### src/design/gdd_pkg.sv
// ----------------------------------------------------------------------------
// gdd_pkg
// shared constants, tables and control types of the date difference block
// ----------------------------------------------------------------------------
package gdd_pkg;

  localparam int YEAR_W   = 14;
  localparam int MONTH_W  = 4;
  localparam int DAY_W    = 5;
  localparam int DAYS_W   = 23;
  localparam int WDAY_W   = 3;
  localparam int DOY_W    = 9;
  localparam int MLEN_W   = 5;
  localparam int YLEN_W   = 9;
  localparam int IN_W     = 48;
  localparam int OUT_W    = 56;

  localparam logic [YEAR_W-1:0]  BASE_YEAR = 14'd1601;
  localparam logic [YEAR_W-1:0]  MAX_YEAR  = 14'd9999;
  localparam logic [MONTH_W-1:0] MONTH_MIN = 4'd1;
  localparam logic [MONTH_W-1:0] MONTH_MAX = 4'd12;

  // residues of the base year, used to seed the leap counters
  localparam logic [1:0] BASE_MOD4   = 2'd1;
  localparam logic [6:0] BASE_MOD100 = 7'd1;
  localparam logic [8:0] BASE_MOD400 = 9'd1;

  typedef struct packed {
    logic load;
    logic step;
    logic out_load;
  } gdd_cmd_t;

  typedef struct packed {
    logic last;
  } gdd_sts_t;

  function automatic logic [YEAR_W-1:0] clamp_year(input logic [YEAR_W-1:0] y);
    logic [YEAR_W-1:0] r;
    if (y < BASE_YEAR) r = BASE_YEAR;
    else if (y > MAX_YEAR) r = MAX_YEAR;
    else r = y;
    return r;
  endfunction

  function automatic logic [MONTH_W-1:0] clamp_month(input logic [MONTH_W-1:0] m);
    logic [MONTH_W-1:0] r;
    if (m < MONTH_MIN) r = MONTH_MIN;
    else if (m > MONTH_MAX) r = MONTH_MAX;
    else r = m;
    return r;
  endfunction

  // days before the first of the month, month 1..12
  function automatic logic [DOY_W-1:0] month_offset(input logic leap,
                                                    input logic [MONTH_W-1:0] m);
    logic [DOY_W-1:0] r;
    case (m)
      4'd1:    r = 9'd0;
      4'd2:    r = 9'd31;
      4'd3:    r = 9'd59;
      4'd4:    r = 9'd90;
      4'd5:    r = 9'd120;
      4'd6:    r = 9'd151;
      4'd7:    r = 9'd181;
      4'd8:    r = 9'd212;
      4'd9:    r = 9'd243;
      4'd10:   r = 9'd273;
      4'd11:   r = 9'd304;
      default: r = 9'd334;
    endcase
    if (leap && (m > 4'd2)) r = r + 9'd1;
    return r;
  endfunction

  function automatic logic [MLEN_W-1:0] month_length(input logic leap,
                                                     input logic [MONTH_W-1:0] m);
    logic [MLEN_W-1:0] r;
    case (m)
      4'd2:    r = leap ? 5'd29 : 5'd28;
      4'd4:    r = 5'd30;
      4'd6:    r = 5'd30;
      4'd9:    r = 5'd30;
      4'd11:   r = 5'd30;
      default: r = 5'd31;
    endcase
    return r;
  endfunction

endpackage

### src/design/gdd_ctrl.sv
// ----------------------------------------------------------------------------
// gdd_ctrl
// sequencer: takes a request, walks the year loop, hands the result to the
// output register
// ----------------------------------------------------------------------------
module gdd_ctrl
  import gdd_pkg::*;
(
  input  logic     clk,
  input  logic     rst_n,
  input  logic     in_tvalid,
  output logic     in_tready,
  output logic     out_tvalid,
  input  logic     out_tready,
  output gdd_cmd_t cmd,
  input  gdd_sts_t sts
);

  localparam logic [1:0] S_IDLE = 2'd0;
  localparam logic [1:0] S_RUN  = 2'd1;
  localparam logic [1:0] S_DONE = 2'd2;

  logic [1:0] state_r, state_nxt;
  logic       ovalid_r, ovalid_nxt;
  logic       out_free;

  assign in_tready  = (state_r == S_IDLE);
  assign out_tvalid = ovalid_r;
  assign out_free   = !ovalid_r || out_tready;

  always_comb begin
    state_nxt    = state_r;
    cmd.load     = 1'b0;
    cmd.step     = 1'b0;
    cmd.out_load = 1'b0;
    case (state_r)
      S_IDLE: begin
        if (in_tvalid) begin
          cmd.load  = 1'b1;
          state_nxt = S_RUN;
        end
      end
      S_RUN: begin
        cmd.step = 1'b1;
        if (sts.last) state_nxt = S_DONE;
      end
      S_DONE: begin
        if (out_free) begin
          cmd.out_load = 1'b1;
          state_nxt    = S_IDLE;
        end
      end
      default: state_nxt = S_IDLE;
    endcase
  end

  always_comb begin
    ovalid_nxt = ovalid_r;
    if (cmd.out_load) ovalid_nxt = 1'b1;
    else if (out_tready) ovalid_nxt = 1'b0;
  end

  always_ff @(posedge clk) begin
    if (!rst_n) begin
      state_r  <= S_IDLE;
      ovalid_r <= 1'b0;
    end else begin
      state_r  <= state_nxt;
      ovalid_r <= ovalid_nxt;
    end
  end

  a_load_idle: assert property (@(posedge clk) disable iff (!rst_n)
    cmd.load |-> (state_r == S_IDLE))
    else $error("load outside idle");

  a_load_run: assert property (@(posedge clk) disable iff (!rst_n)
    cmd.load |=> (state_r == S_RUN))
    else $error("accepted request did not start the year walk");

  a_no_overwrite: assert property (@(posedge clk) disable iff (!rst_n)
    cmd.out_load |-> (!ovalid_r || out_tready))
    else $error("result overwrites one not yet taken");

  a_single_cmd: assert property (@(posedge clk) disable iff (!rst_n)
    $onehot0({cmd.load, cmd.step, cmd.out_load}))
    else $error("more than one datapath command");

endmodule

### src/design/gdd_datapath.sv
// ----------------------------------------------------------------------------
// gdd_datapath
// year walk with running leap residues, day sums and the output register
// ----------------------------------------------------------------------------
module gdd_datapath
  import gdd_pkg::*;
(
  input  logic             clk,
  input  logic [IN_W-1:0]  in_tdata,
  input  gdd_cmd_t         cmd,
  output gdd_sts_t         sts,
  output logic [OUT_W-1:0] out_tdata
);

  logic [YEAR_W-1:0]  fy_r, ty_r, end_r, y_r;
  logic [MONTH_W-1:0] fm_r, tm_r;
  logic [DAY_W-1:0]   fd_r, td_r;
  logic [1:0]         m4_r;
  logic [6:0]         m100_r;
  logic [8:0]         m400_r;
  logic [DAYS_W-1:0]  span_r;
  logic [2:0]         b7_r;
  logic               lf_r, lt_r;
  logic [OUT_W-1:0]   out_r;

  logic [YEAR_W-1:0]  in_fy, in_ty;
  logic               leap_y;
  logic [YLEN_W-1:0]  len_y;
  logic [3:0]         b7_inc;
  logic [2:0]         b7_sum;

  logic [DOY_W-1:0]   from_doy, to_doy;
  logic [DAYS_W-1:0]  between;
  logic [9:0]         wsum;
  logic [14:0]        wprod;
  logic [5:0]         wq;
  logic [3:0]         wrem;
  logic [WDAY_W-1:0]  wday;
  logic [MLEN_W-1:0]  mlen;
  logic [YLEN_W-1:0]  ylen;

  assign in_fy = clamp_year(in_tdata[13:0]);
  assign in_ty = clamp_year(in_tdata[36:23]);

  assign leap_y = ((m4_r == 2'd0) && (m100_r != 7'd0)) || (m400_r == 9'd0);
  assign len_y  = leap_y ? 9'd366 : 9'd365;
  assign b7_inc = {1'b0, b7_r} + (leap_y ? 4'd2 : 4'd1);
  assign b7_sum = (b7_inc >= 4'd7) ? 3'(b7_inc - 4'd7) : 3'(b7_inc);

  assign sts.last = (y_r == end_r);

  always_ff @(posedge clk) begin
    if (cmd.load) begin
      fy_r   <= in_fy;
      fm_r   <= clamp_month(in_tdata[17:14]);
      fd_r   <= in_tdata[22:18];
      ty_r   <= in_ty;
      tm_r   <= clamp_month(in_tdata[40:37]);
      td_r   <= in_tdata[45:41];
      end_r  <= (in_fy > in_ty) ? in_fy : in_ty;
      y_r    <= BASE_YEAR;
      m4_r   <= BASE_MOD4;
      m100_r <= BASE_MOD100;
      m400_r <= BASE_MOD400;
      span_r <= '0;
      b7_r   <= '0;
    end else if (cmd.step) begin
      if (y_r == fy_r) lf_r <= leap_y;
      if (y_r == ty_r) lt_r <= leap_y;
      if (y_r < ty_r) begin
        b7_r <= b7_sum;
        if (y_r >= fy_r) span_r <= span_r + DAYS_W'(len_y);
      end
      y_r    <= y_r + 14'd1;
      m4_r   <= m4_r + 2'd1;
      m100_r <= (m100_r == 7'd99) ? 7'd0 : m100_r + 7'd1;
      m400_r <= (m400_r == 9'd399) ? 9'd0 : m400_r + 9'd1;
    end
  end

  assign from_doy = month_offset(lf_r, fm_r) + DOY_W'(fd_r);
  assign to_doy   = month_offset(lt_r, tm_r) + DOY_W'(td_r);
  assign between  = span_r - DAYS_W'(from_doy) + DAYS_W'(to_doy);

  // (b7 + doy - 1) mod 7, shifted by 7 to stay positive; 73/512 reciprocal
  assign wsum  = 10'(b7_r) + 10'(to_doy) + 10'd6;
  assign wprod = 15'(wsum) * 15'd73;
  assign wq    = wprod[14:9];
  assign wrem  = 4'(wsum - 10'(wq) * 10'd7);
  assign wday  = (wrem >= 4'd7) ? 3'(wrem - 4'd7) : 3'(wrem);

  assign mlen = month_length(lt_r, tm_r);
  assign ylen = lt_r ? 9'd366 : 9'd365;

  always_ff @(posedge clk) begin
    if (cmd.out_load) begin
      out_r <= {6'd0, ylen, lt_r, mlen, to_doy, wday, between};
    end
  end

  assign out_tdata = out_r;

endmodule

### src/design/gregorian_date_difference_weekday.sv
// ----------------------------------------------------------------------------
// gregorian_date_difference_weekday
// day count between two Gregorian dates, plus weekday and calendar facts of
// the end date
// ----------------------------------------------------------------------------
// One request at a time. After a request is taken the datapath walks the
// years from 1601 up to the later of the two (clamped) years, one year per
// clock, then loads the output register and goes back to idle, where the
// next request can be taken. The result sits in an output register, so the
// next request is taken while the previous result waits to be read; a
// finished result waits until that register is free.
// Years are clamped to 1601..9999 and months to 1..12; days are used as given.
// ----------------------------------------------------------------------------
module gregorian_date_difference_weekday
  import gdd_pkg::*;
(
  input  logic             clk,
  input  logic             rst_n,
  input  logic             in_tvalid,
  output logic             in_tready,
  // from_year, from_month, from_day, to_year, to_month, to_day, zero pad
  input  logic [IN_W-1:0]  in_tdata,
  output logic             out_tvalid,
  input  logic             out_tready,
  // days_between, weekday, to_day_of_year, to_month_length, to_leap,
  // to_year_length, zero pad
  output logic [OUT_W-1:0] out_tdata
);

  gdd_cmd_t cmd;
  gdd_sts_t sts;

  gdd_ctrl u_ctrl (
    .clk        (clk),
    .rst_n      (rst_n),
    .in_tvalid  (in_tvalid),
    .in_tready  (in_tready),
    .out_tvalid (out_tvalid),
    .out_tready (out_tready),
    .cmd        (cmd),
    .sts        (sts)
  );

  gdd_datapath u_datapath (
    .clk       (clk),
    .in_tdata  (in_tdata),
    .cmd       (cmd),
    .sts       (sts),
    .out_tdata (out_tdata)
  );

endmodule

### config.mk
export PLATFORM = sky130hd
export DESIGN_NAME = gregorian_date_difference_weekday
export DESIGN_NICKNAME = d
export VERILOG_FILES = /design/src/design/gdd_pkg.sv /design/src/design/gdd_ctrl.sv /design/src/design/gdd_datapath.sv /design/src/design/gregorian_date_difference_weekday.sv
export SDC_FILE = /design/constraint.sdc
export NUM_CORES = 1
export LEC_CHECK = 0
export BUFFER_PORTS_ARGS = -buffer_cell sky130_fd_sc_hd__buf_2
export CORE_UTILIZATION = 61
export CTS_CLUSTER_DIAMETER = 150
export DETAILED_ROUTE_END_ITERATION = 10
export GPL_TIMING_DRIVEN = 0
export HOLD_SLACK_MARGIN = 0.03
export PLACE_DENSITY_LB_ADDON = 0.2
export SKIP_LAST_GASP = 1
export SLEW_MARGIN = 30
export SYNTH_ARGS = -nofsm -noshare
export SYNTH_HDL_FRONTEND = slang
export SYNTH_HIERARCHICAL = 1
export SYNTH_SLANG_ARGS = --single-unit
export TNS_END_PERCENT = 5
### constraint.sdc
create_clock -name clk -period 9.8 [get_ports clk]
set_input_delay 1.96 -clock clk [delete_from_list [all_inputs] [get_ports clk]]
set_output_delay 1.96 -clock clk [all_outputs]
set_load 0.05 [all_outputs]
==> flow_metrics.tcl <==
set metrics [dict create \
    status "completed" \
    synth_edf_count 101 \
    grt_pass1_vias 8433 \
    gp_congestion 0.9067 \
    hp-start "u_ctrl/out_tvalid" \
    core_area_um2 18640 \
    met2WireLength_um 11360 \
    synth_seq_cells 162 \
    ys_async_sr_fraction_pct 0 \
    fp.dieW_um 139.8 \
    reg2reg_depth 36 \
    synthTopCellsByArea "edfxtp_1 (26%), ha_1 (16%), dfxtp_1 (11%), xnor2_1 (5.7%), inv_1 (4.3%)" \
    min_path_cells 2 \
    worst_pin_slew_ps 938.3 \
    cts_hold_buf 0 \
    final_cell_area_um2 13010 \
    yosys.area.top_type_share_pct 26.17 \
    drc 0 \
    tns_ps 0 \
    syn_inst 1176 \
    yosys.area.top_type "edfxtp_1" \
    cpPeakStageDelay_ps 620 \
    placed_area_um2 12420 \
    min_path_type "reg -> reg" \
    vias 8526 \
    clk_pin_slew_ps 70 \
    io_buffers 91 \
    dr_wl_met3_um 781 \
    routed_wl_um 22800 \
    min_period_ps 9175 \
    wl_met1_um 10040 \
    syn_area_um2 11590 \
    path_max_fanout 10 \
    crit_slowest_cell "fa_1" \
    cts_buffers 17 \
    num_rows 50 \
    synth_area_per_cell_um2 9.855 \
    ant_nets 0 \
    dp.final_hpwl_um 17640 \
    start_util_pct 62.17 \
    layout_worst_path_cycle_share_pct 93.62 \
    antenna_found_initial 0 \
    setup_violations 0 \
    clock_sinks 162 \
    synthTopCellsByCount "ha_1 (144), inv_1 (133), edfxtp_1 (101), nor2_1 (97), xnor2_1 (75)" \
    synth.most_common_cell "ha_1" \
    rsz0062_at_grt "no" \
    reg2reg_slack_ps 630 \
    die_y_um 139.8 \
    cts_max_level 4 \
    timing.rr.end "u_datapath/out_tdata[24]" \
    drtIter0Drc 400 \
    dr.pass1.iters 4 \
    start_kind "register" \
    routed.top_layer "met4" \
    grt_pass1_wl_um 38630 \
    r2r_start "u_datapath/tm_r[0]" \
    clk_latency_ps 430 \
    gr-usage-all-layers_pct 24.72 \
    grt_max_degree 49 \
    max_cap_viol_count 0 \
    finClkSkew_ps 7.950 \
    syn2layout_area_growth_pct 12.21 \
    final_nets 1517 \
    path_class "reg -> reg" \
    maxSlewHeadroom_pct 36.93 \
    grt.overflow.total 0 \
    holdPathEnd "u_ctrl/state_r[1]" \
    cts-root-buf "clkbuf_16" \
    yosysUniqueCellTypes 78 \
    fmax_ghz 0.1090 \
    cpLargestDelayFamily "adder cells" \
    arrival_ps 9360 \
    crit_top_cell "ha_1" \
    critPathRequiredTime_ps 9990 \
    io_pins 110 \
    dieArea_um2 19560 \
    diodes 0 \
    viasPerCell 5.504 \
    hold_viol_final 0 \
    wire_per_inst_um 14.72 \
    drv_slew 0 \
    end_kind "register" \
    cts_buffer_depth 2 \
    seq_area_frac_synth_pct 36.71 \
    drive_above_1_share_pct 13.31 \
    cts_tree "yes" \
    path_buf_inv 8 \
    yosys_most_used_dff "edfxtp_1" \
    ys_warn_count 6 \
]
[routing by layer]
| metal | track usage, % | vias to the layer above |
|---|---|---|
| li1 | - | 4321 |
| met2 | 43.87 | 179 |
| met5 | 0 | - |
| met4 | 10.35 | 0 |
| met3 | 4.198 | 42 |
| met1 | 29.54 | 3984 |
[layout by cell type (no fill, tap or decap), types with 19 or more instances in the layout]
cell,synthesis,routed
inv_1,133,133
nand2_1,63,63
buf_4,18,20
clkbuf_1,24,23
o21ai_0,29,28
dfxtp_1,61,61
buf_2,1,92
fa_1,19,19
nor2_1,97,97
nor3_1,19,19
nand4_1,22,22
edfxtp_1,101,101
ha_1,144,144
xor2_1,38,38
nand2b_1,23,23
a21oi_1,57,57
nand3_1,22,22
a21o_1,28,28
xnor2_1,75,75
[registers in the layout, indices dropped and copies added, names as in the netlist, 5 cells and up]
signal / count
u_datapath/m400_r: 9
u_datapath/ty_r: 14
u_datapath/end_r: 14
u_datapath/span_r: 23
u_datapath/y_r: 14
u_datapath/fy_r: 14
u_datapath/m100_r: 7
u_datapath/out_tdata: 39
u_datapath/td_r: 5
u_datapath/fd_r: 5
[worst min-delay path, stage by stage, from the launching register on]
cell and delay [ps]:
dfxtp_1 320, nand4bb_1 90, a21boi_1 50
[how the worst max path moves through the flow]
stage,start,endpoint,depth (start not counted)
2_1_floorplan,u_datapath/tm_r[1],u_datapath/out_tdata[24],37
3_3_place_gp,u_datapath/tm_r[1],u_datapath/out_tdata[24],37
3_5_place_dp,u_datapath/tm_r[1],u_datapath/out_tdata[24],37
4_1_cts,u_datapath/tm_r[1],u_datapath/out_tdata[24],37
5_1_grt,u_datapath/tm_r[0],u_datapath/out_tdata[24],36
6_report,u_datapath/tm_r[0],u_datapath/out_tdata[24],36
[kinds of logic (layout without fill, tap and decap cells)]
group                    Yosys count  in the layout  share of synthesized area (%)
other                              2             16                        0.06480
flip-flops                       162            162                          36.71
adder cells (fa/ha/maj)          163            163                          18.83
AND/OR/NAND/NOR                  318            318                          13.88
buffers and inverters            180            305                          6.488
AO/OA/AOI/OAI                    202            202                          11.54
XOR/XNOR                         118            118                          9.586
multiplexers                      31             31                          2.904
[area by class of cell]
type                       instances  area, um2
multi-input combinational        848       6639
fill                            1460       5638
sequential                       162       4254
inverter                         134      503.0
timing repair buffer              94      498.0
clock buffer                      17      425.4
tap                              234      292.8
buffer                            45      245.2
clock inverter                    15      147.6
[through the flow]
| stage | worst slack (ps) | cells | hold WS [ps] | util [%] |
|---|---|---|---|---|
| floorplan | 1285 | 1190 | 460.3 | - |
| global placement | 471.2 | 1515 | 474.1 | 66.46 |
| detailed placement | 358.2 | 1516 | 492.1 | 66.62 |
| CTS | 305.0 | 1548 | 513.0 | 69.70 |
| global route | 23.91 | 1549 | 539.7 | 69.76 |
| finish | 625.5 | 1549 | 513.4 | 69.76 |
[repair_timing]
item,CTS,global route
gates resized for setup,0,1
buffers inserted,0,2
setup endpoints to repair,0,3
Power is left out: the tool's default activity adds up to more than one toggle a clock period on the data nets, which glitch-free logic cannot reach.
